==> src/design/ctb_pkg.sv <==
`default_nettype none
package ctb_pkg;

  localparam int NUM_TIMERS  = 4;
  localparam int DATA_W      = 16;
  localparam int PRESCALE_W  = 10;
  localparam int IRQ_W       = 4;
  localparam int OFFSET_W    = 3;

  // control halfword layout
  localparam int CTL_DIV_LSB = 0;
  localparam int CTL_CASCADE = 2;
  localparam int CTL_IRQ     = 6;
  localparam int CTL_ENABLE  = 7;

  typedef enum logic [1:0] {
    ACT_TICK  = 2'd0,
    ACT_READ  = 2'd1,
    ACT_WRITE = 2'd2
  } action_t;

  typedef enum logic [1:0] {
    DIV_1    = 2'd0,
    DIV_64   = 2'd1,
    DIV_256  = 2'd2,
    DIV_1024 = 2'd3
  } div_sel_t;

  // command from the decode logic to one timer channel
  typedef struct packed {
    logic                  tick;
    logic                  wr_reload;
    logic                  wr_ctrl;
    logic [DATA_W-1:0]     data;
    logic [PRESCALE_W-1:0] prescale;
  } ctb_cmd_t;

  // readback from one timer channel
  typedef struct packed {
    logic [DATA_W-1:0] count;
    logic [DATA_W-1:0] ctrl;
  } ctb_stat_t;

  // low prescale bits that must be zero for a count to happen
  function automatic logic [PRESCALE_W-1:0] div_mask(input div_sel_t sel);
    logic [PRESCALE_W-1:0] m;
    unique case (sel)
      DIV_1:    m = PRESCALE_W'(10'h000);
      DIV_64:   m = PRESCALE_W'(10'h03F);
      DIV_256:  m = PRESCALE_W'(10'h0FF);
      DIV_1024: m = PRESCALE_W'(10'h3FF);
      default:  m = '0;
    endcase
    return m;
  endfunction

  function automatic logic [DATA_W-1:0] ctrl_word(input div_sel_t sel, input logic casc,
                                                  input logic irq_en, input logic run);
    logic [DATA_W-1:0] w;
    w = '0;
    w[CTL_DIV_LSB +: 2] = sel;
    w[CTL_CASCADE]      = casc;
    w[CTL_IRQ]          = irq_en;
    w[CTL_ENABLE]       = run;
    return w;
  endfunction

endpackage
`default_nettype wire

==> src/design/ctb_timer.sv <==
`default_nettype none
module ctb_timer (
  input  wire logic              clk,
  input  wire logic              rst,
  input  wire ctb_pkg::ctb_cmd_t cmd,
  input  wire logic              below_ovf,
  output logic                   ovf,
  output logic                   irq,
  output ctb_pkg::ctb_stat_t     stat
);

  logic [ctb_pkg::DATA_W-1:0] count;
  logic [ctb_pkg::DATA_W-1:0] count_next;
  logic [ctb_pkg::DATA_W-1:0] reload;
  ctb_pkg::div_sel_t          div_sel;
  logic                       cascade;
  logic                       irq_en;
  logic                       running;
  logic                       div_hit;
  logic                       counts;
  logic                       start;

  // decide whether this channel counts in the current tick
  assign div_hit = (cmd.prescale & ctb_pkg::div_mask(div_sel)) == '0;
  assign counts  = cmd.tick && running && (cascade ? below_ovf : div_hit);
  assign ovf     = counts && (count == {ctb_pkg::DATA_W{1'b1}});
  assign irq     = ovf && irq_en;
  assign start   = cmd.wr_ctrl && !running && cmd.data[ctb_pkg::CTL_ENABLE];

  // advance, reload on overflow, or load on start
  always_comb begin
    count_next = count;
    if (ovf) begin
      count_next = reload;
    end else if (counts) begin
      count_next = count + ctb_pkg::DATA_W'(1);
    end else if (start) begin
      count_next = reload;
    end
  end

  always_ff @(posedge clk) begin
    if (rst) begin
      count   <= '0;
      reload  <= '0;
      div_sel <= ctb_pkg::DIV_1;
      cascade <= 1'b0;
      irq_en  <= 1'b0;
      running <= 1'b0;
    end else begin
      count <= count_next;
      if (cmd.wr_reload) begin
        reload <= cmd.data;
      end
      if (cmd.wr_ctrl) begin
        div_sel <= ctb_pkg::div_sel_t'(cmd.data[ctb_pkg::CTL_DIV_LSB +: 2]);
        cascade <= cmd.data[ctb_pkg::CTL_CASCADE];
        irq_en  <= cmd.data[ctb_pkg::CTL_IRQ];
        running <= cmd.data[ctb_pkg::CTL_ENABLE];
      end
    end
  end

  assign stat.count = count;
  assign stat.ctrl  = ctb_pkg::ctrl_word(div_sel, cascade, irq_en, running);

  // overflow always lands on the reload value
  a_ovf_reload: assert property (@(posedge clk) disable iff (rst)
    ovf && !cmd.wr_reload |=> count == $past(reload))
    else $error("timer did not reload after overflow");

  // only ticks and starts move the count
  a_count_hold: assert property (@(posedge clk) disable iff (rst)
    !cmd.tick && !start |=> count == $past(count))
    else $error("count moved without tick or start");

  // a stopped timer never overflows
  a_stopped_quiet: assert property (@(posedge clk) disable iff (rst)
    !running |-> !ovf)
    else $error("stopped timer overflowed");

endmodule
`default_nettype wire

==> src/design/cascaded_timer_bank.sv <==
`default_nettype none
// Bank of 16-bit up-counting timers behind a halfword register window. Each
// transaction is a tick, a register read or a register write, and gives exactly
// one result transaction. One transaction is taken every clock cycle while in_stall
// is low; each passes an input register and then a result register on its way
// to the output. A stalled result register holds the input register, and input is
// refused only while both are full. The cycle time is set by the overflow flags
// rippling through the four channels (one all-ones compare each) and the count
// muxes.
module cascaded_timer_bank (
  input  wire logic                            clk,
  input  wire logic                            rst,
  input  wire logic                            in_valid,
  output logic                                 in_stall,
  input  wire logic [1:0]                      action,
  input  wire logic [ctb_pkg::OFFSET_W-1:0]    reg_offset,
  input  wire logic [ctb_pkg::DATA_W-1:0]      write_data,
  output logic                                 out_valid,
  input  wire logic                            out_stall,
  output logic [ctb_pkg::DATA_W-1:0]           read_data,
  output logic [ctb_pkg::IRQ_W-1:0]            irq_pulse
);

  localparam int N = ctb_pkg::NUM_TIMERS;

  logic                             in_q_valid;
  ctb_pkg::action_t                 act_q;
  logic [ctb_pkg::OFFSET_W-1:0]     offset_q;
  logic [ctb_pkg::DATA_W-1:0]       data_q;
  logic                             advance;
  logic                             fire;
  logic [ctb_pkg::PRESCALE_W-1:0]   prescale;
  logic [ctb_pkg::PRESCALE_W-1:0]   prescale_next;
  logic                             is_tick;
  logic                             is_read;
  logic                             is_write;
  logic [ctb_pkg::OFFSET_W-1:0]     tsel;
  ctb_pkg::ctb_cmd_t                cmd       [N];
  ctb_pkg::ctb_stat_t               stat      [N];
  logic [N-1:0]                     ovf;
  logic [N-1:0]                     irq;
  logic [N-1:0]                     below;
  logic [ctb_pkg::DATA_W-1:0]       rd_next;
  logic [ctb_pkg::IRQ_W-1:0]        irq_next;

  // hold the input register while the result register cannot drain
  assign advance  = !out_valid || !out_stall;
  assign in_stall = in_q_valid && !advance;
  assign fire     = in_q_valid && advance;

  always_ff @(posedge clk) begin
    if (rst) begin
      in_q_valid <= 1'b0;
    end else if (!in_stall) begin
      in_q_valid <= in_valid;
    end
  end

  always_ff @(posedge clk) begin
    if (!in_stall && in_valid) begin
      act_q    <= ctb_pkg::action_t'(action);
      offset_q <= reg_offset;
      data_q   <= write_data;
    end
  end

  // decode the action
  always_comb begin
    is_tick  = 1'b0;
    is_read  = 1'b0;
    is_write = 1'b0;
    unique case (act_q)
      ctb_pkg::ACT_TICK:  is_tick  = fire;
      ctb_pkg::ACT_READ:  is_read  = fire;
      ctb_pkg::ACT_WRITE: is_write = fire;
      default: ;
    endcase
  end

  // advance the free-running prescaler on each tick
  assign prescale_next = prescale + ctb_pkg::PRESCALE_W'(1);

  always_ff @(posedge clk) begin
    if (rst) begin
      prescale <= '0;
    end else if (is_tick) begin
      prescale <= prescale_next;
    end
  end

  assign tsel = ctb_pkg::OFFSET_W'(offset_q >> 1);

  // timer channels, chained through their overflow flags
  for (genvar i = 0; i < N; i++) begin : g_timer
    if (i == 0) begin : g_first
      assign below[i] = 1'b0;
    end else begin : g_rest
      assign below[i] = ovf[i-1];
    end

    assign cmd[i].tick      = is_tick;
    assign cmd[i].wr_reload = is_write && (tsel == ctb_pkg::OFFSET_W'(i)) && !offset_q[0];
    assign cmd[i].wr_ctrl   = is_write && (tsel == ctb_pkg::OFFSET_W'(i)) && offset_q[0];
    assign cmd[i].data      = data_q;
    assign cmd[i].prescale  = prescale_next;

    ctb_timer u_timer (
      .clk       (clk),
      .rst       (rst),
      .cmd       (cmd[i]),
      .below_ovf (below[i]),
      .ovf       (ovf[i]),
      .irq       (irq[i]),
      .stat      (stat[i])
    );
  end

  // only the lowest interrupt lines reach the output
  for (genvar b = 0; b < ctb_pkg::IRQ_W; b++) begin : g_irq
    if (b < N) begin : g_live
      assign irq_next[b] = irq[b];
    end else begin : g_zero
      assign irq_next[b] = 1'b0;
    end
  end

  // select the readback halfword
  always_comb begin
    rd_next = '0;
    if (is_read) begin
      for (int i = 0; i < N; i++) begin
        if (tsel == ctb_pkg::OFFSET_W'(i)) begin
          rd_next = offset_q[0] ? stat[i].ctrl : stat[i].count;
        end
      end
    end
  end

  // result register
  always_ff @(posedge clk) begin
    if (rst) begin
      out_valid <= 1'b0;
    end else if (advance) begin
      out_valid <= in_q_valid;
    end
  end

  always_ff @(posedge clk) begin
    if (fire) begin
      read_data <= rd_next;
      irq_pulse <= irq_next;
    end
  end

  // an empty result register never stalls the input side
  a_no_false_stall: assert property (@(posedge clk) disable iff (rst)
    !out_valid |-> !in_stall)
    else $error("input stalled with result register empty");

  // a transaction carries either read data or interrupts, never both
  a_rd_irq_excl: assert property (@(posedge clk) disable iff (rst)
    out_valid && (irq_pulse != '0) |-> read_data == '0)
    else $error("read data and interrupt pulse together");

  // prescaler moves by exactly one per tick and holds otherwise
  a_prescale_step: assert property (@(posedge clk) disable iff (rst)
    is_tick |=> prescale == $past(prescale_next))
    else $error("prescaler did not advance on tick");

  a_prescale_hold: assert property (@(posedge clk) disable iff (rst)
    !is_tick |=> $stable(prescale))
    else $error("prescaler moved without tick");

endmodule
`default_nettype wire

==> config.mk <==
export PLATFORM = sky130hd
export DESIGN_NAME = cascaded_timer_bank
export DESIGN_NICKNAME = d
export VERILOG_FILES = /design/src/design/ctb_pkg.sv /design/src/design/ctb_timer.sv /design/src/design/cascaded_timer_bank.sv
export SDC_FILE = /design/constraint.sdc
export NUM_CORES = 1
export LEC_CHECK = 0
export BUFFER_PORTS_ARGS = -buffer_cell sky130_fd_sc_hd__buf_2
export CAP_MARGIN = 20
export CELL_PAD_IN_SITES_DETAIL_PLACEMENT = 0
export CELL_PAD_IN_SITES_GLOBAL_PLACEMENT = 1
export CORE_ASPECT_RATIO = 2
export CORE_MARGIN = 3
export CORE_UTILIZATION = 35
export DETAILED_ROUTE_END_ITERATION = 6
export GPL_ROUTABILITY_DRIVEN = 0
export PLACE_DENSITY = 0.6
export SLEW_MARGIN = 20
export SYNTH_ARGS = -nofsm -noshare
export SYNTH_HDL_FRONTEND = slang
export SYNTH_SLANG_ARGS = --single-unit
==> constraint.sdc <==
create_clock -name clk -period 10 [get_ports clk]
set_input_delay 0.5 -clock clk [delete_from_list [all_inputs] [get_ports clk]]
set_output_delay 0.5 -clock clk [all_outputs]
set_load 0.02 [all_outputs]
-- After elaboration in Yosys (flattened, before gate mapping)
Index checks and enable logic that the tools add are counted.
Widths: inputs -> output; s select.
- reductions and logical operators: 63
- bitwise operators: 4
- add/sub/neg operators: 5
- eq/ne operators: 21
- multiplexer cells: 31
- operators with widths (operator ; count):
    $mux 16 ; 20
    $pmux 10 s4 ; 4
    $add 16x1->16 const B ; 4
    $eq 16x16->1 const B ; 4
    $and 10x10->10 ; 4
    $logic_not 10->1 ; 4
    $logic_and 1x1->1 ; 39
    $eq 2x2->1 const B ; 11
    $eq 2x1->1 const B ; 6
    $reduce_bool 3->1 ; 4
    $add 10x1->10 const B ; 1
    $logic_not 2->1 ; 5
    $logic_not 1->1 ; 9
    $mux 1 ; 7
    $logic_not 3->1 ; 1
    $logic_or 1x1->1 ; 1
- word-level logic and storage cells: 156
- output and inout port bits: 22
- input bits: 25
- flip-flop bits (word level): 201

-- Longest topological paths before layout
- word-level depth: 17
- mapped depth: 13
- mapped depth without buffers: 10

-- By module
From an unflattened synthesis, not the netlist that was laid out.
- cells, all modules: 1132
- area, all modules: 10448.8 um^2
- modules (own cells, without submodules) (module ; area each (um^2) ; instances ; seq. area each (um^2) ; cells each):
    ctb_timer (g_timer[0].u_timer ...) ; 1843.0 ; 3 ; 740.7 ; 214
    cascaded_timer_bank ; 2984.1 ; 1 ; 1471.4 ; 265
    ctb_timer (g_timer[3].u_timer) ; 1935.6 ; 1 ; 740.7 ; 225

-- Least setup slack after synthesis
Ideal clock, no wire load.
- kind: input -> register
- start: in out_stall
- end: reg g_timer[2].u_timer.count[3] (netlist name)
- path buffers: 2
- data required time: 9.866 ns
- stages: 11
- arrival: 3.378 ns
- setup time: 0.134 ns
- setup slack: 6.488 ns
- cell sequence: a21boi_2 nor3b_1 nand3b_1 or4_1 a21oi_2 a31oi_4 or3_1 clkbuf_2 buf_6 nand3_1 a31oi_1
- word-level cells in the longest chain between the ends: 14
- elaborated cells between the ends (all ways): 23
- classes of those cells: 6 x mux; 17 x reduce/logical
- RTL lines (item ; RTL line ; source):
    start, declared ; cascaded_timer_bank.sv:19 ; input wire logic out_stall,
    $logic_not 1->1 * ; cascaded_timer_bank.sv:47 ; assign advance = !out_valid || !out_stall;
    $logic_or 1x1->1 * ; cascaded_timer_bank.sv:47 ;
    $logic_and 1x1->1 * ; cascaded_timer_bank.sv:49 ; assign fire = in_q_valid && advance;
    $mux 1 ; cascaded_timer_bank.sv:72 ; unique case (act_q)
    $logic_and 1x1->1 (2 in series) ; ctb_timer.sv:25 ; assign counts = cmd.tick && running && (cascade ? below_ovf : div_hit);
    $logic_and 1x1->1 ; ctb_timer.sv:26 ; assign ovf = counts && (count == {ctb_pkg::DATA_W{1'b1}});
    $mux 1 ; ctb_timer.sv:25 ;
    $logic_and 1x1->1 ; ctb_timer.sv:25 ;
    $logic_and 1x1->1 ; ctb_timer.sv:26 ;
    $mux 1 ; ctb_timer.sv:25 ;
    $logic_and 1x1->1 ; ctb_timer.sv:25 ;
    $mux 16 or $logic_and 1x1->1 (tied branches) ; ctb_timer.sv:35, ctb_timer.sv:26 ;
    $mux 16 or $reduce_bool 3->1 (tied branches) ; -- ;
    end signal, assigned ; ctb_timer.sv:51 ; count <= count_next;
    end, declared ; ctb_timer.sv:12 ; logic [ctb_pkg::DATA_W-1:0] count;
Every way passes the cells marked *; elsewhere a longest branch is shown, timed or not.
A chain may end at the register's enable or synchronous reset.

-- Final worst setup path
- start: reg g_timer[0].u_timer.count[0] (netlist name)
- end: reg g_timer[3].u_timer.count[4] (netlist name)
- word-level cells in the longest chain between the ends: 12
- elaborated cells between the ends (all ways): 14
- classes of those cells: 1 x eq/ne; 5 x mux; 8 x reduce/logical
- RTL lines (item ; RTL line):
    start, declared ; ctb_timer.sv:12
    start signal, assigned ; ctb_timer.sv:51
    $eq 16x16->1 * ; ctb_timer.sv:26
    $logic_and 1x1->1 * ; ctb_timer.sv:26
    $mux 1 * ; ctb_timer.sv:25
    $logic_and 1x1->1 * ; ctb_timer.sv:25
    $logic_and 1x1->1 * ; ctb_timer.sv:26
    $mux 1 * ; ctb_timer.sv:25
    $logic_and 1x1->1 * ; ctb_timer.sv:25
    $logic_and 1x1->1 * ; ctb_timer.sv:26
    $mux 1 * ; ctb_timer.sv:25
    $logic_and 1x1->1 * ; ctb_timer.sv:25
    $mux 16 or $logic_and 1x1->1 (tied branches) ; ctb_timer.sv:35, ctb_timer.sv:26
    $mux 16 or $reduce_bool 3->1 (tied branches) ; --
    end signal, assigned ; ctb_timer.sv:51
    end, declared ; ctb_timer.sv:12
Marks and branches as above.

==> flow_summary.yaml <==
finish:
  areaGrowthSynthToFinish_pct: 12.83
  drive_gt1_share_pct: 13.76
  fin_nets: 1099
  postLayoutCoreUtil_pct: 40.46
  num_antenna_cells: 0
power_and_ir_drop:
  clkPwrFrac_pct: 47.8
  power_frac_comb_pct: 3.0
  switchingPower_mw: 0.3851
  p_per_area_mw_per_mm2: 158.1
  p_total_mw: 1.735
  leakage_nw: 3.862
  switching_share_pct: 22.20
  ir_worst_vdd_mv: 0.1215
  p_int_mw: 1.350
  p_seq_share_pct: 49.1
synth:
  post-synth-top-count-cell: "dfxtp_1"
  synth.largest_area_cell: "dfxtp_1"
  synth_top_cell_area_share_pct: 32.94
  synthesis.nets: 1078
  synth_common_cells: "dfxtp_1 (160), nand2_1 (131), nor2_1 (129), mux2i_1 (63), a21oi_1 (62)"
  ys_warn_count: 0
  avgSynthCellArea_um2: 9.279
  synth_area_leaders: "dfxtp_1 (33%), edfxtp_1 (13%), mux2i_1 (6.5%)"
  ys_seq_elements: 201
  yosysSeqAreaShare_pct: 45.60
  syn_area_mm2: 0.009724
  ys_types: 71
  synth-edff-count: 41
  async_reset_ff_share_pct: 0
  ys.flop_type: "dfxtp_1"
  syn_inst: 1048
floorplan:
  io-pin-count: 47
  die_area_mm2: 0.02994
  fp.dieW_um: 123.9
  rows: 85
  start_util_pct: 35.86
  core_mm2: 0.02712
  die_h_um: 241.7
sta:
  min_period_over_period_pct: 40.98
  totalNegativeSetupSlack_ns: 0
  layout_min_cycle_time_ns: 4.098
  clock_skew_ns: 0.01587
  hold_slack_ns: 0.1526
  setup_viol: 0
  drv_slew: 0
  rsz0062_at_grt: "no"
  layout_setup_ws_ns: 5.902
  fmax_mhz: 244.0
  worst_pin_slew_ns: 1.075
  final_hold_viol_count: 0
  slew_headroom_pct: 28.31
critical_path:
  rrSetupSlack_ns: 5.90
  critPathKind: "register to register"
  cp.required_ns: 10.41
  reg2reg_depth: 10
  crit_arrival_ns: 4.50
  critPathLaunchType: "register"
  endpoint_kind: "register"
  cp_max_fo: 13
route:
  ant_nets: 0
  wire_per_inst_um: 22.21
  drc: 0
  drt-pass1-iter-count: 5
  routed_wl_mm: 31.78
  drtIter0Drc: 491
  num_vias: 7958
  viasPerCell: 5.561
clock_network:
  max-clock-path-buffers: 3
  cts_tree: "yes"
  cts_htree_levels: 1
  numCtsBuffers: 21
  cts_root_buffer: "clkbuf_16"
  cts.sinks: 201
  clk_latency_ns: 0.52
  cts.clk_slew.worst_paths_ns: 0.07
  post-cts-setup-buffers: 0
  hold_buffers: 0
  cts_resized: 0
status:
  outcome: "complete, no violations"
global_routing:
  grt_max_degree: 85
  grt_pass1_vias: 7894
  grt_pass1_wl_mm: 48.16
  overflow: 0
  grtUsageTotal_pct: 21.28
  antenna_found_initial: 0
place:
  place_hpwl_mm: 23.07
  numPortBuffers: 46
  dp_slack_ns: 5.685
worst_hold_path:
  hold_path_depth: 1
  worstHoldPathType: "input port to register"
run:
  drv_cap: 0
[power groups by stage]
stage	logic [mW]	clock network, mW	registers [mW]
finish	0.0524	0.830	0.853
global route	0.0568	0.883	0.853
CTS	0.0532	0.852	0.853
detailed placement	0.0532	0	0.871
global placement	0.0527	0	0.872
floorplan	0.0322	0	0.864
[per-layer routing]
metal / global-route usage (%) / wire, um / vias to the layer above / part of all wire, %
met3: 1.987 / 1213 / 65 / 3.8
met2: 39.82 / 17470 / 194 / 55
li1: - / - / 3848 / -
met4: 8.352 / 1151 / 0 / 3.6
met5: 0 / 0 / - / 0
met1: 23.97 / 11940 / 3851 / 38
[area by class of cell]
type / instances / area (um2)
Clock buffer: 30 / 599.3
Clock inverter: 7 / 120.1
Fill cell: 2811 / 16150
Inverter: 16 / 60.06
Multi-Input combinational cell: 768 / 4977
Sequential cell: 201 / 4434
Tap cell: 348 / 435.4
Timing Repair Buffer: 61 / 345.3
[sequential cells by signal, indices dropped and copies added (netlist names), 2 cells and up]
signal / flops
g_timer.u_timer.count: 64
g_timer.u_timer.running: 4
act_q: 2
read_data: 16
prescale: 10
data_q: 16
g_timer.u_timer.cascade: 4
g_timer.u_timer.reload: 64
g_timer.u_timer.irq_en: 4
g_timer.u_timer.div_sel: 8
irq_pulse: 4
offset_q: 3
[final timing paths]
| kind | from | endpoint |
|---|---|---|
| setup reg to reg | g_timer[0].u_timer.count[0] | g_timer[3].u_timer.count[4] |
| hold reg to reg | g_timer[1].u_timer.reload[5] | g_timer[1].u_timer.count[5] |
| hold / removal | reg_offset[2] | offset_q[2] |
| setup / recovery | g_timer[0].u_timer.count[0] | g_timer[3].u_timer.count[4] |
[stage by stage]
step | instances | instance area, um2
after global routing | 1431 | 10970
after CTS | 1431 | 10970
after floorplan | 1048 | 9724
after detailed placement | 1394 | 10250
after global placement | 1393 | 10240
final | 1431 | 10970
[kinds of logic after synthesis]
group	synth area share, %
simple gates	22.83
xor+xnor	1.351
buf+inv	3.358
mux	11.58
compound gates	14.64
flops	45.60
fa+ha+maj	0.6433
[worst max-delay path: stages, from the launching register on]
cell and delay (ns):
dfxtp_1 0.50, ha_1 0.23, nand3_1 0.16, nor2_1 0.23, nand3_1 0.35, or4_1 0.56
a21oi_2 0.43, a31oi_2 0.27, nor3_2 0.78, a21oi_1 0.17, o221a_2 0.28
[placed cells by master (no fill, tap or decap), types with 6 or more instances in the layout]
master and count:
nand2_1 131, clkbuf_16 21, inv_1 16, nor2_1 129, or2_2 6, nand3_1 45
mux4_2 21, nor4_1 7, and3_1 23, a211oi_1 11, nand4_1 16, mux2i_1 63
o21ai_0 39, nor3b_1 13, and2_1 10, a221oi_1 20, a31oi_1 18, xor2_1 10
nor3_1 16, a311oi_1 6, a21oi_1 62, buf_4 16, buf_2 45, dfxtp_1 160
nand3b_1 6, nor2b_1 23, edfxtp_1 41
Note: power is estimated with default switching activity, not from simulation.
